<file path="src/one_wire_temperature_reader_core_assert.svh">
// Assertion macros shared by the one-wire reader modules.
`ifndef ONE_WIRE_TEMPERATURE_READER_CORE_ASSERT_SVH
`define ONE_WIRE_TEMPERATURE_READER_CORE_ASSERT_SVH

// Checked on every clock edge outside reset.
`define OWTR_ASSERT(lbl, prop, msg) \
  lbl: assert property (@(posedge clk) disable iff (!rst_n) prop) else $error(msg);

// Checked on every clock edge, reset included.
`define OWTR_ASSERT_ALWAYS(lbl, prop, msg) \
  lbl: assert property (@(posedge clk) prop) else $error(msg);

`endif

</file>
<file path="src/owtr_pkg.sv">
package owtr_pkg;

  localparam int TIMER_BITS = 20;
  localparam int WAIT_BITS  = 20;

  localparam logic [7:0] CMD_SKIP_ROM = 8'hCC;
  localparam logic [7:0] CMD_CONVERT  = 8'h44;
  localparam logic [7:0] CMD_READ_SP  = 8'hBE;

  localparam logic [WAIT_BITS-1:0] WAIT_RESET = WAIT_BITS'(750000);

  // Slot timing in microsecond ticks.
  localparam logic [TIMER_BITS-1:0] T_RST_LAST    = TIMER_BITS'(479);
  localparam logic [TIMER_BITS-1:0] T_PRESENCE    = TIMER_BITS'(70);
  localparam logic [TIMER_BITS-1:0] T_SLOT_LAST   = TIMER_BITS'(69);
  localparam logic [TIMER_BITS-1:0] T_LOW_ONE     = TIMER_BITS'(6);
  localparam logic [TIMER_BITS-1:0] T_LOW_ZERO    = TIMER_BITS'(60);
  localparam logic [TIMER_BITS-1:0] T_READ_SAMPLE = TIMER_BITS'(15);

  localparam logic OP_TICK  = 1'b0;
  localparam logic OP_START = 1'b1;

  localparam logic [1:0] ST_BUSY    = 2'd0;
  localparam logic [1:0] ST_OK      = 2'd1;
  localparam logic [1:0] ST_ABSENT  = 2'd2;

  typedef enum logic [5:0] {
    PH_IDLE    = 6'b000001,
    PH_RST_LOW = 6'b000010,
    PH_RST_REL = 6'b000100,
    PH_WRITE   = 6'b001000,
    PH_WAIT    = 6'b010000,
    PH_READ    = 6'b100000
  } phase_t;

  typedef struct packed {
    logic        drive_low;
    logic        done_res;
    logic [1:0]  status;
    logic [15:0] temperature_fixed;
  } result_t;

endpackage

</file>
<file path="src/one_wire_temperature_reader_core.sv">
// One-wire temperature reader: one result per accepted tick or start request.
// An input transaction passes through the input register, then the sequencer
// step into the result register. Throughput: one item per cycle while the
// receiver takes results; a two-entry result queue keeps input flowing while a
// result waits. Reset (rst_n low, synchronous) returns the sequencer to idle,
// empties the pipeline and sets the conversion wait to 750000 ticks.
module one_wire_temperature_reader_core (
  input  logic        clk,
  input  logic        rst_n,
  input  logic        in_tvalid,
  output logic        in_tready,
  input  logic [7:0]  in_tdata,   // [0] line_level, [7:1] zero
  input  logic        in_tuser,   // [0] operation
  output logic        out_tvalid,
  input  logic        out_tready,
  output logic [31:0] out_tdata,  // [0] drive_low, [2:1] status, [18:3] temperature_fixed,
                                  // [30:19] temperature_whole, [31] zero
  output logic        out_tlast,  // done_res
  input  logic        cfg_valid,
  output logic        cfg_ready,
  input  logic [19:0] cfg_data    // conversion_wait_us
);

  logic [owtr_pkg::WAIT_BITS-1:0] conv_wait_r;
  logic                           in_valid_r;
  logic                           in_op_r;
  logic                           in_level_r;
  logic                           stage_fire;
  owtr_pkg::result_t              res;
  owtr_pkg::result_t              out_data_r;
  owtr_pkg::result_t              skid_data_r;
  logic                           out_valid_r;
  logic                           skid_valid_r;
  logic                           pop;

  assign cfg_ready  = 1'b1;
  assign pop        = out_valid_r && out_tready;
  assign stage_fire = in_valid_r && (!skid_valid_r || out_tready);
  assign in_tready  = !in_valid_r || stage_fire;

  always_ff @(posedge clk) begin
    if (!rst_n) begin
      conv_wait_r <= owtr_pkg::WAIT_RESET;
    end else if (cfg_valid && cfg_ready) begin
      conv_wait_r <= cfg_data;
    end
  end

  always_ff @(posedge clk) begin
    if (!rst_n) begin
      in_valid_r <= 1'b0;
    end else if (in_tready) begin
      in_valid_r <= in_tvalid;
    end
  end

  always_ff @(posedge clk) begin
    if (in_tready) begin
      in_op_r    <= in_tuser;
      in_level_r <= in_tdata[0];
    end
  end

  owtr_seq u_seq (
    .clk       (clk),
    .rst_n     (rst_n),
    .fire      (stage_fire),
    .op        (in_op_r),
    .level     (in_level_r),
    .conv_wait (conv_wait_r),
    .res       (res)
  );

  // Result queue: the head drives the port, the skid entry catches a result
  // produced while the head is stalled.
  always_ff @(posedge clk) begin
    if (!rst_n) begin
      out_valid_r  <= 1'b0;
      skid_valid_r <= 1'b0;
    end else if (pop) begin
      if (skid_valid_r) begin
        out_valid_r  <= 1'b1;
        skid_valid_r <= stage_fire;
      end else begin
        out_valid_r <= stage_fire;
      end
    end else if (stage_fire) begin
      if (out_valid_r) begin
        skid_valid_r <= 1'b1;
      end else begin
        out_valid_r <= 1'b1;
      end
    end
  end

  always_ff @(posedge clk) begin
    if (pop) begin
      if (skid_valid_r) begin
        out_data_r  <= skid_data_r;
        skid_data_r <= res;
      end else begin
        out_data_r <= res;
      end
    end else if (stage_fire) begin
      if (out_valid_r) begin
        skid_data_r <= res;
      end else begin
        out_data_r <= res;
      end
    end
  end

  assign out_tvalid = out_valid_r;
  assign out_tlast  = out_data_r.done_res;
  assign out_tdata  = {1'b0, out_data_r.temperature_fixed[15:4],
                       out_data_r.temperature_fixed, out_data_r.status,
                       out_data_r.drive_low};

`include "one_wire_temperature_reader_core_assert.svh"

  `OWTR_ASSERT(a_skid_needs_head, skid_valid_r |-> out_valid_r, "skid entry holds a result while the head is empty")
  `OWTR_ASSERT(a_stage_holds, (in_valid_r && !stage_fire) |=> in_valid_r, "stalled input item was lost")
  `OWTR_ASSERT_ALWAYS(a_reset_empties, !rst_n |=> (!out_valid_r && !skid_valid_r && !in_valid_r), "pipeline not empty after reset")

endmodule

</file>
<file path="src/owtr_seq.sv">
module owtr_seq (
  input  logic                              clk,
  input  logic                              rst_n,
  input  logic                              fire,
  input  logic                              op,
  input  logic                              level,
  input  logic [owtr_pkg::WAIT_BITS-1:0]    conv_wait,
  output owtr_pkg::result_t                 res
);

  owtr_pkg::phase_t                 phase_r, phase_nxt;
  logic [owtr_pkg::TIMER_BITS-1:0]  timer_r, timer_nxt, timer_inc;
  logic [3:0]                       bit_count_r, bit_count_nxt;
  logic                             cmd_sel_r, cmd_sel_nxt;
  logic [15:0]                      shift_r, shift_nxt;
  logic                             second_r, second_nxt;
  logic                             absent_r, absent_nxt;
  logic [7:0]                       wr_byte;
  logic                             wr_bit;
  logic                             drive_now;

  always_comb begin
    wr_byte   = !cmd_sel_r ? owtr_pkg::CMD_SKIP_ROM :
                (second_r ? owtr_pkg::CMD_READ_SP : owtr_pkg::CMD_CONVERT);
    wr_bit    = wr_byte[bit_count_r[2:0]];
    timer_inc = timer_r + 1'b1;

    case (phase_r)
      owtr_pkg::PH_RST_LOW: drive_now = 1'b1;
      owtr_pkg::PH_WRITE:   drive_now = timer_r < (wr_bit ? owtr_pkg::T_LOW_ONE
                                                          : owtr_pkg::T_LOW_ZERO);
      owtr_pkg::PH_READ:    drive_now = timer_r < owtr_pkg::T_LOW_ONE;
      default:              drive_now = 1'b0;
    endcase

    phase_nxt     = phase_r;
    timer_nxt     = timer_r;
    bit_count_nxt = bit_count_r;
    cmd_sel_nxt   = cmd_sel_r;
    shift_nxt     = shift_r;
    second_nxt    = second_r;
    absent_nxt    = absent_r;
    res           = '0;
    res.drive_low = drive_now;

    if (op == owtr_pkg::OP_START) begin
      // A start request while a read is under way is ignored and takes no time.
      if (phase_r == owtr_pkg::PH_IDLE) begin
        second_nxt    = 1'b0;
        cmd_sel_nxt   = 1'b0;
        bit_count_nxt = '0;
        shift_nxt     = '0;
        absent_nxt    = 1'b0;
        phase_nxt     = owtr_pkg::PH_RST_LOW;
        timer_nxt     = '0;
        res.drive_low = 1'b1;
      end
    end else begin
      case (phase_r)
        owtr_pkg::PH_RST_LOW: begin
          if (timer_r >= owtr_pkg::T_RST_LAST) begin
            phase_nxt = owtr_pkg::PH_RST_REL;
            timer_nxt = '0;
          end else begin
            timer_nxt = timer_inc;
          end
        end
        owtr_pkg::PH_RST_REL: begin
          if (timer_r == owtr_pkg::T_PRESENCE) begin
            absent_nxt = level;
          end
          if (timer_r >= owtr_pkg::T_RST_LAST) begin
            timer_nxt = '0;
            if (absent_nxt) begin
              res.done_res = 1'b1;
              res.status   = owtr_pkg::ST_ABSENT;
              phase_nxt    = owtr_pkg::PH_IDLE;
            end else begin
              cmd_sel_nxt   = 1'b0;
              bit_count_nxt = '0;
              phase_nxt     = owtr_pkg::PH_WRITE;
            end
          end else begin
            timer_nxt = timer_inc;
          end
        end
        owtr_pkg::PH_WRITE: begin
          if (timer_r >= owtr_pkg::T_SLOT_LAST) begin
            bit_count_nxt = {1'b0, bit_count_r[2:0] + 3'd1};
            timer_nxt     = '0;
            if (bit_count_r[2:0] == 3'd7) begin
              if (!cmd_sel_r) begin
                cmd_sel_nxt = 1'b1;
              end else if (second_r) begin
                bit_count_nxt = '0;
                shift_nxt     = '0;
                phase_nxt     = owtr_pkg::PH_READ;
              end else begin
                second_nxt = 1'b1;
                phase_nxt  = (conv_wait == '0) ? owtr_pkg::PH_RST_LOW : owtr_pkg::PH_WAIT;
              end
            end
          end else begin
            timer_nxt = timer_inc;
          end
        end
        owtr_pkg::PH_WAIT: begin
          if (timer_inc >= conv_wait) begin
            phase_nxt = owtr_pkg::PH_RST_LOW;
            timer_nxt = '0;
          end else begin
            timer_nxt = timer_inc;
          end
        end
        owtr_pkg::PH_READ: begin
          if (timer_r == owtr_pkg::T_READ_SAMPLE) begin
            shift_nxt = {level, shift_r[15:1]};
          end
          if (timer_r >= owtr_pkg::T_SLOT_LAST) begin
            timer_nxt = '0;
            if (bit_count_r == 4'd15) begin
              res.done_res          = 1'b1;
              res.status            = owtr_pkg::ST_OK;
              res.temperature_fixed = shift_nxt;
              bit_count_nxt         = '0;
              phase_nxt             = owtr_pkg::PH_IDLE;
            end else begin
              bit_count_nxt = bit_count_r + 4'd1;
            end
          end else begin
            timer_nxt = timer_inc;
          end
        end
        default: begin
          phase_nxt = owtr_pkg::PH_IDLE;
          timer_nxt = '0;
        end
      endcase
    end
  end

  always_ff @(posedge clk) begin
    if (!rst_n) begin
      phase_r     <= owtr_pkg::PH_IDLE;
      timer_r     <= '0;
      bit_count_r <= '0;
      cmd_sel_r   <= 1'b0;
      shift_r     <= '0;
      second_r    <= 1'b0;
      absent_r    <= 1'b0;
    end else if (fire) begin
      phase_r     <= phase_nxt;
      timer_r     <= timer_nxt;
      bit_count_r <= bit_count_nxt;
      cmd_sel_r   <= cmd_sel_nxt;
      shift_r     <= shift_nxt;
      second_r    <= second_nxt;
      absent_r    <= absent_nxt;
    end
  end

`include "one_wire_temperature_reader_core_assert.svh"

  `OWTR_ASSERT(a_wait_after_convert, (phase_r == owtr_pkg::PH_WAIT) |-> (second_r && cmd_sel_r), "conversion wait entered before the convert command")
  `OWTR_ASSERT(a_read_after_command, (phase_r == owtr_pkg::PH_READ) |-> (second_r && cmd_sel_r), "data read entered before the read-scratchpad command")
  `OWTR_ASSERT(a_done_has_status, (fire && res.done_res) |-> (res.status != owtr_pkg::ST_BUSY), "finished read reported without a status")

endmodule

</file>
<file path="config.mk">
export PLATFORM = sky130hd
export DESIGN_NAME = one_wire_temperature_reader_core
export DESIGN_NICKNAME = d
export VERILOG_FILES = /design/src/owtr_pkg.sv /design/src/one_wire_temperature_reader_core.sv /design/src/owtr_seq.sv
export VERILOG_INCLUDE_DIRS = /design/src /design/src/src
export SDC_FILE = /design/constraint.sdc
export NUM_CORES = 1
export LEC_CHECK = 0
export BUFFER_PORTS_ARGS = -buffer_cell sky130_fd_sc_hd__buf_4
export CAP_MARGIN = 25
export CORE_MARGIN = 2
export CORE_UTILIZATION = 54
export DETAILED_ROUTE_END_ITERATION = 12
export PLACE_DENSITY = 0.77
export SYNTH_ARGS = -nofsm -noshare
export SYNTH_HDL_FRONTEND = slang
export SYNTH_SLANG_ARGS = --single-unit
</file>
<file path="constraint.sdc">
create_clock -name clk -period 3.68 [get_ports clk]
set_input_delay 0.736 -clock clk [delete_from_list [all_inputs] [get_ports clk]]
set_output_delay 0.736 -clock clk [all_outputs]
set_load 0.03 [all_outputs]
</file>
**Yosys cells after proc, flatten, opt, wreduce, memory -nomap -nowiden**

Cells that the tools add are included.

- Equality and inequality tests: 23
- Mux-type cells: 86
- Reductions and logical operators: 29
- Magnitude comparators: 6
- Add/sub/neg operators: 3

Operators with widths:

| cell | count |
|---|---|
| 20-bit 2-to-1 mux | 13 |
| 16-bit 2-to-1 mux | 8 |
| 6-bit 2-to-1 mux | 12 |
| 20-bit one-hot mux with 3 select lines | 1 |
| 19-bit 2-to-1 mux | 3 |
| 4-bit 2-to-1 mux | 10 |
| 16-bit one-hot mux with 2 select lines | 1 |
| 6-bit one-hot mux with 5 select lines | 1 |
| 3-bit by 2-bit inequality test with 1-bit output (second input constant) | 9 |
| 1-bit 2-to-1 mux | 26 |
| 7-bit AND reduction | 3 |
| 20-bit by 1-bit adder with 20-bit output (second input constant) | 1 |
| 20-bit by 4-bit equality test with 1-bit output (second input constant) | 1 |
| 20-bit by 7-bit equality test with 1-bit output (second input constant) | 1 |
| 20-bit >= comparator | 1 |
| 20-bit by 7-bit >= comparator with 1-bit output (second input constant) | 1 |
| 20-bit by 9-bit >= comparator with 1-bit output (second input constant) | 1 |
| 20-bit zero test | 1 |
| 20-bit < comparator | 1 |
| 20-bit by 3-bit < comparator with 1-bit output (second input constant) | 1 |
| 8-bit 2-to-1 mux | 2 |
| 2-bit nonzero test | 7 |
| 4-bit one-hot mux with 3 select lines | 1 |
| 10-bit AND reduction | 1 |
| 29 further kinds | 40 |

- Input bits: 34
- Output and inout port bits: 36
- Logic and storage cells: 168
- Register bits: 114

**Logic depth before layout (Yosys ltp)**

- Depth after elaboration: 12
- Depth in mapped cells: 15
- Depth with buffers taken out: 13

**By module**

From an unflattened synthesis, not the netlist that was laid out.

- Cells, all modules: 642
- Area, all modules: 6279.8 µm²

Modules (own cells, without submodules):

| module | seq. area each (µm²) | area each (µm²) | instances | cells each |
|---|---|---|---|---|
| owtr_seq | 980.9 | 3687.3 | 1 | 473 |
| one_wire_temperature_reader_core | 1721.7 | 2592.5 | 1 | 169 |

**Worst setup path before layout**

No wires, ideal clock.

- Path kind: flip-flop to flip-flop
- Start point: reg u_seq.timer_r[5] in the netlist's numbering
- End point: reg u_seq.phase_r[1]
- Slack: 0.038 ns
- Setup time: 0.149 ns
- Path buffers: 2
- Clock period less this slack: 3.642 ns
- Required time: 3.531 ns
- Arrival time: 3.493 ns
- Stages on the path, launching flop included: 15
- Cell sequence: dfxtp_1 > clkbuf_1 > nand4_1 > or4_1 > clkbuf_1 > nor3_1 > xnor2_1 > inv_1 > ha_1 > a21o_1 > a21o_1 > a211oi_1 > o311ai_0 > o211ai_1 > a21boi_0

- Word-level cells in the longest chain between the ends: 4
- Elaborated cells between the ends (all ways): 10
- Classes of those cells: add/sub: 1; order compare: 3; eq/ne: 5; reduce/logical: 1

RTL lines:

| element | RTL line | source |
|---|---|---|
| start: declaration | owtr_seq.sv:12 | `logic [owtr_pkg::TIMER_BITS-1:0] timer_r, timer_nxt, timer_inc;` |
| start signal: assignment | owtr_seq.sv:153 | `timer_r <= timer_nxt;` |
| 20-bit by 1-bit adder with 20-bit output | owtr_seq.sv:26 | `timer_inc = timer_r + 1'b1;` |
| 20-bit >= comparator | owtr_seq.sv:108 | `if (timer_inc >= conv_wait) begin` |
| 3-bit by 2-bit inequality test with 1-bit output (no source line) | n/a |  |
| 10-bit AND reduction (no source line) * | n/a |  |
| end signal: assignment | owtr_seq.sv:144 | `phase_r <= owtr_pkg::PH_IDLE;` |
| end signal: assignment | owtr_seq.sv:152 | `phase_r <= phase_nxt;` |
| end: declaration | owtr_seq.sv:11 | `owtr_pkg::phase_t phase_r, phase_nxt;` |

Mark *: on every way between the ends. The rest lies on a longest branch, timed or not.
A chain may end at the register's enable or synchronous reset.

**Final worst setup path**

- Start point: reg u_seq.timer_r[0] in the netlist's numbering
- End point: reg u_seq.timer_r[6] in the netlist's numbering

- Word-level cells in the longest chain between the ends: 5
- Elaborated cells between the ends (all ways): 9
- Classes of those cells: add/sub: 1; order compare: 3; mux: 5

RTL lines:

| element | RTL line | source |
|---|---|---|
| 20-bit by 1-bit adder with 20-bit output | owtr_seq.sv:26 |  |
| 20-bit >= comparator | owtr_seq.sv:108 |  |
| 20-bit 2-to-1 mux | owtr_seq.sv:108 |  |
| 20-bit one-hot mux with 3 select lines * | owtr_seq.sv:59 | `case (phase_r)` |
| 20-bit 2-to-1 mux * | owtr_seq.sv:46 | `if (op == owtr_pkg::OP_START) begin` |

Marked as above.

==> impl_metrics.env <==
export IMPL_grt_ovfl_total=0
export IMPL_cts_sinks=114
export IMPL_leakage_nw=3.02
export IMPL_die_h_um=114
export IMPL_first_global_vias=5083
export IMPL_cts_hold_buf=0
export IMPL_fp_row_count=39
export IMPL_r2r_end="u_seq.timer_r[6]"
export IMPL_yosysSeqAreaShare_pct=41.7
export IMPL_path_class="flop to flop"
export IMPL_wl_um=14700
export IMPL_cts_root_buf="clkbuf_16"
export IMPL_synth_xor_area_share_pct=2.43
export IMPL_worstHoldEndpoint="u_seq.bit_count_r[3]"
export IMPL_diodes=0
export IMPL_r2r_cells=14
export IMPL_whs_ps=492
export IMPL_cts_tree="built"
export IMPL_cts_made_buffers=17
export IMPL_worst_pin_slew_ps=775
export IMPL_post_cts_resized=0
export IMPL_dominantRegCellSynth="dfxtp_1"
export IMPL_whs_path_depth=2
export IMPL_synth_compound_area_share_pct=17.9
export IMPL_fmax_mhz=289
export IMPL_finalCritPeriodShare_pct=94.0
export IMPL_die_area_um2=12900
export IMPL_synthSimpleGateAreaFrac_pct=19.5
export IMPL_grt_pass1_wl_um=24100
export IMPL_ys_ff_latch=114
export IMPL_dpl_hpwl_um=10600
export IMPL_final_area_um2=7630
export IMPL_drtIter0Drc=499
export IMPL_post_cts_buffers=0
export IMPL_antenna_found_initial=0
export IMPL_cellPowerDensity_nw_per_um2=410
export IMPL_synthArstFlopShare_pct=0
export IMPL_synth_adder_area_share_pct=5.60
export IMPL_rrSetupSlack_ps=220
export IMPL_irDropWorstVdd_uv=304
export IMPL_maxCapViolations=0
export IMPL_clk_pin_slew_ps=60
export IMPL_crit_path_max_fanout=8
export IMPL_place_area_um2=7020
export IMPL_die_w_um=114
export IMPL_first_pass_iters=5
export IMPL_port_buffers=60
export IMPL_setup_viol=0
export IMPL_yosys_warnings=0
export IMPL_fillers=931
export IMPL_drive_above_1_share_pct=18.3
export IMPL_final_common_cell="nand2_1"
export IMPL_startpoint_type="flop"
export IMPL_synth_edf_count=42
export IMPL_relSlewSlack_pct=48.3
export IMPL_syn_num_nets=769
export IMPL_pin_count=70
export IMPL_slew_violations=0
export IMPL_gp_congestion=0.958
export IMPL_ys_types=68
export IMPL_hold_path_class="flop to flop"
export IMPL_synth_top_family_by_area="simple AND/OR/NAND/NOR gates"
export IMPL_cts_buffer_depth=2
export IMPL_area_growth_pct=17.8
export IMPL_syn_inst=706
export IMPL_routedWlPerCell_um=16.2
export IMPL_avgSynthCellArea_um2=9.17
export IMPL_globalRouteTotalUtil_pct=23.3
export IMPL_layout_common_cells="nand2_1, buf_4, dfxtp_1, inv_1, edfxtp_1"
export IMPL_fin_skew_ps=7.66
export IMPL_num_vias=5409
export IMPL_layout_min_cycle_time_ps=3460
export IMPL_drc=0
export IMPL_syn_area_um2=6480
export IMPL_grt_max_degree=54
export IMPL_outcome="finished, final reports clean"
export IMPL_nets=815
export IMPL_yosys_mux_area_fraction_pct=5.43
export IMPL_required_ps=4010
export IMPL_drtAntennaViolNets=0
export IMPL_fp_coreArea_um2=11600
export IMPL_start_util_pct=56.0
export IMPL_end_kind="flop"
export IMPL_viasPerCell=5.96
export IMPL_critPathArrivalTime_ps=3790
export IMPL_htreeDepth=4
export IMPL_min_from="u_seq.bit_count_r[3]"
export IMPL_clk_latency_ps=410
export IMPL_hold_viol=0
export IMPL_r2r_start="u_seq.timer_r[0]"
metrics by stage:
stage	cells	setup WS, ps	setup TNS [ps]	util (%)	power [mW]
3_3_place_gp	875	169	0	60.7	1.59
3_5_place_dp	875	98.4	0	60.7	1.60
4_1_cts	907	50.1	0	65.6	3.14
2_1_floorplan	706	38.2	0	-	1.53
5_1_grt	908	-1.96	-1.96	66.0	3.23
6_report	908	222	0	66.0	3.13
cell type report:
cell class | count | area (um^2) | share of cell area (%)
multi-input cells | 489 | 3360 | 44.0
flip-flops and latches | 114 | 2700 | 35.4
repair buffers | 87 | 661 | 8.66
clock buffers | 18 | 439 | 5.76
well taps | 143 | 179 | 2.35
inverters | 43 | 161 | 2.12
clock inverters | 14 | 130 | 1.71
flip-flops by register name, indices dropped and copies added (netlist names), 4 cells and up:
signal	flops
u_seq.phase_r	6
conv_wait_r	20
out_tdata	19
skid_data_r	20
u_seq.shift_r	16
u_seq.bit_count_r	4
u_seq.timer_r	20
critical path: stages, from the launching register on:
cell and delay (ps):
dfxtp_2 370, nand3_1 110, or4_1 570, buf_4 180
nor3_2 170, xnor2_1 190, inv_1 90, ha_1 310
and4_1 220, nand2_1 140, a2bb2oi_2 200, o311ai_4 180
buf_4 210, a211o_1 290, a21oi_1 150
cells in the mapped netlist (16+ instances only):
master    count  area, um^2
inv_1        43         161
dfxtp_1      72        1440
nand2_1      92         345
a22oi_1      16         120
nand3_1      18        90.1
o31ai_1      18         135
nor2_1       34         128
clkbuf_1     38         143
ha_1         29         363
a211o_1      18         158
a21oi_1      28         140
mux2i_1      34         340
nor2b_1      31         194
o211ai_1     16         120
edfxtp_1     42        1260
power by group:
part           leakage, nW  internal [mW]  switching, mW  total [mW]
registers            0.947           1.34         0.0251        1.36
clock network        0.265          0.951          0.605        1.56
logic                 1.81         0.0856          0.128       0.213
total                 3.02           2.37          0.757        3.13
cells by family after synthesis:
family	count (synthesis)
multiplexers	35
adder cells (fa/ha/maj)	29
buffers and inverters	103
XOR/XNOR	18
other	2
AO/OA/AOI/OAI	154
AND/OR/NAND/NOR	251
flip-flops	114
metal layers:
layer  up-vias  track usage (%)  routed length (um)
met3        42             4.52                 875
met4         0             11.5                 537
li1       2632                -                   -
met5         -                0                   0
met2       198             38.2                6870
met1      2537             29.7                6450
worst max path at each step:
stage | from | endpoint | cells after the start
5_1_grt | u_seq.timer_r[0] | u_seq.phase_r[3] | 14
6_report | u_seq.timer_r[0] | u_seq.timer_r[6] | 14
4_1_cts | u_seq.timer_r[0] | u_seq.timer_r[6] | 14
3_5_place_dp | u_seq.timer_r[0] | u_seq.phase_r[4] | 13
3_3_place_gp | u_seq.timer_r[0] | u_seq.phase_r[4] | 13
2_1_floorplan | u_seq.timer_r[5] | u_seq.phase_r[1] | 14
Power figures use the tool's default switching activity.
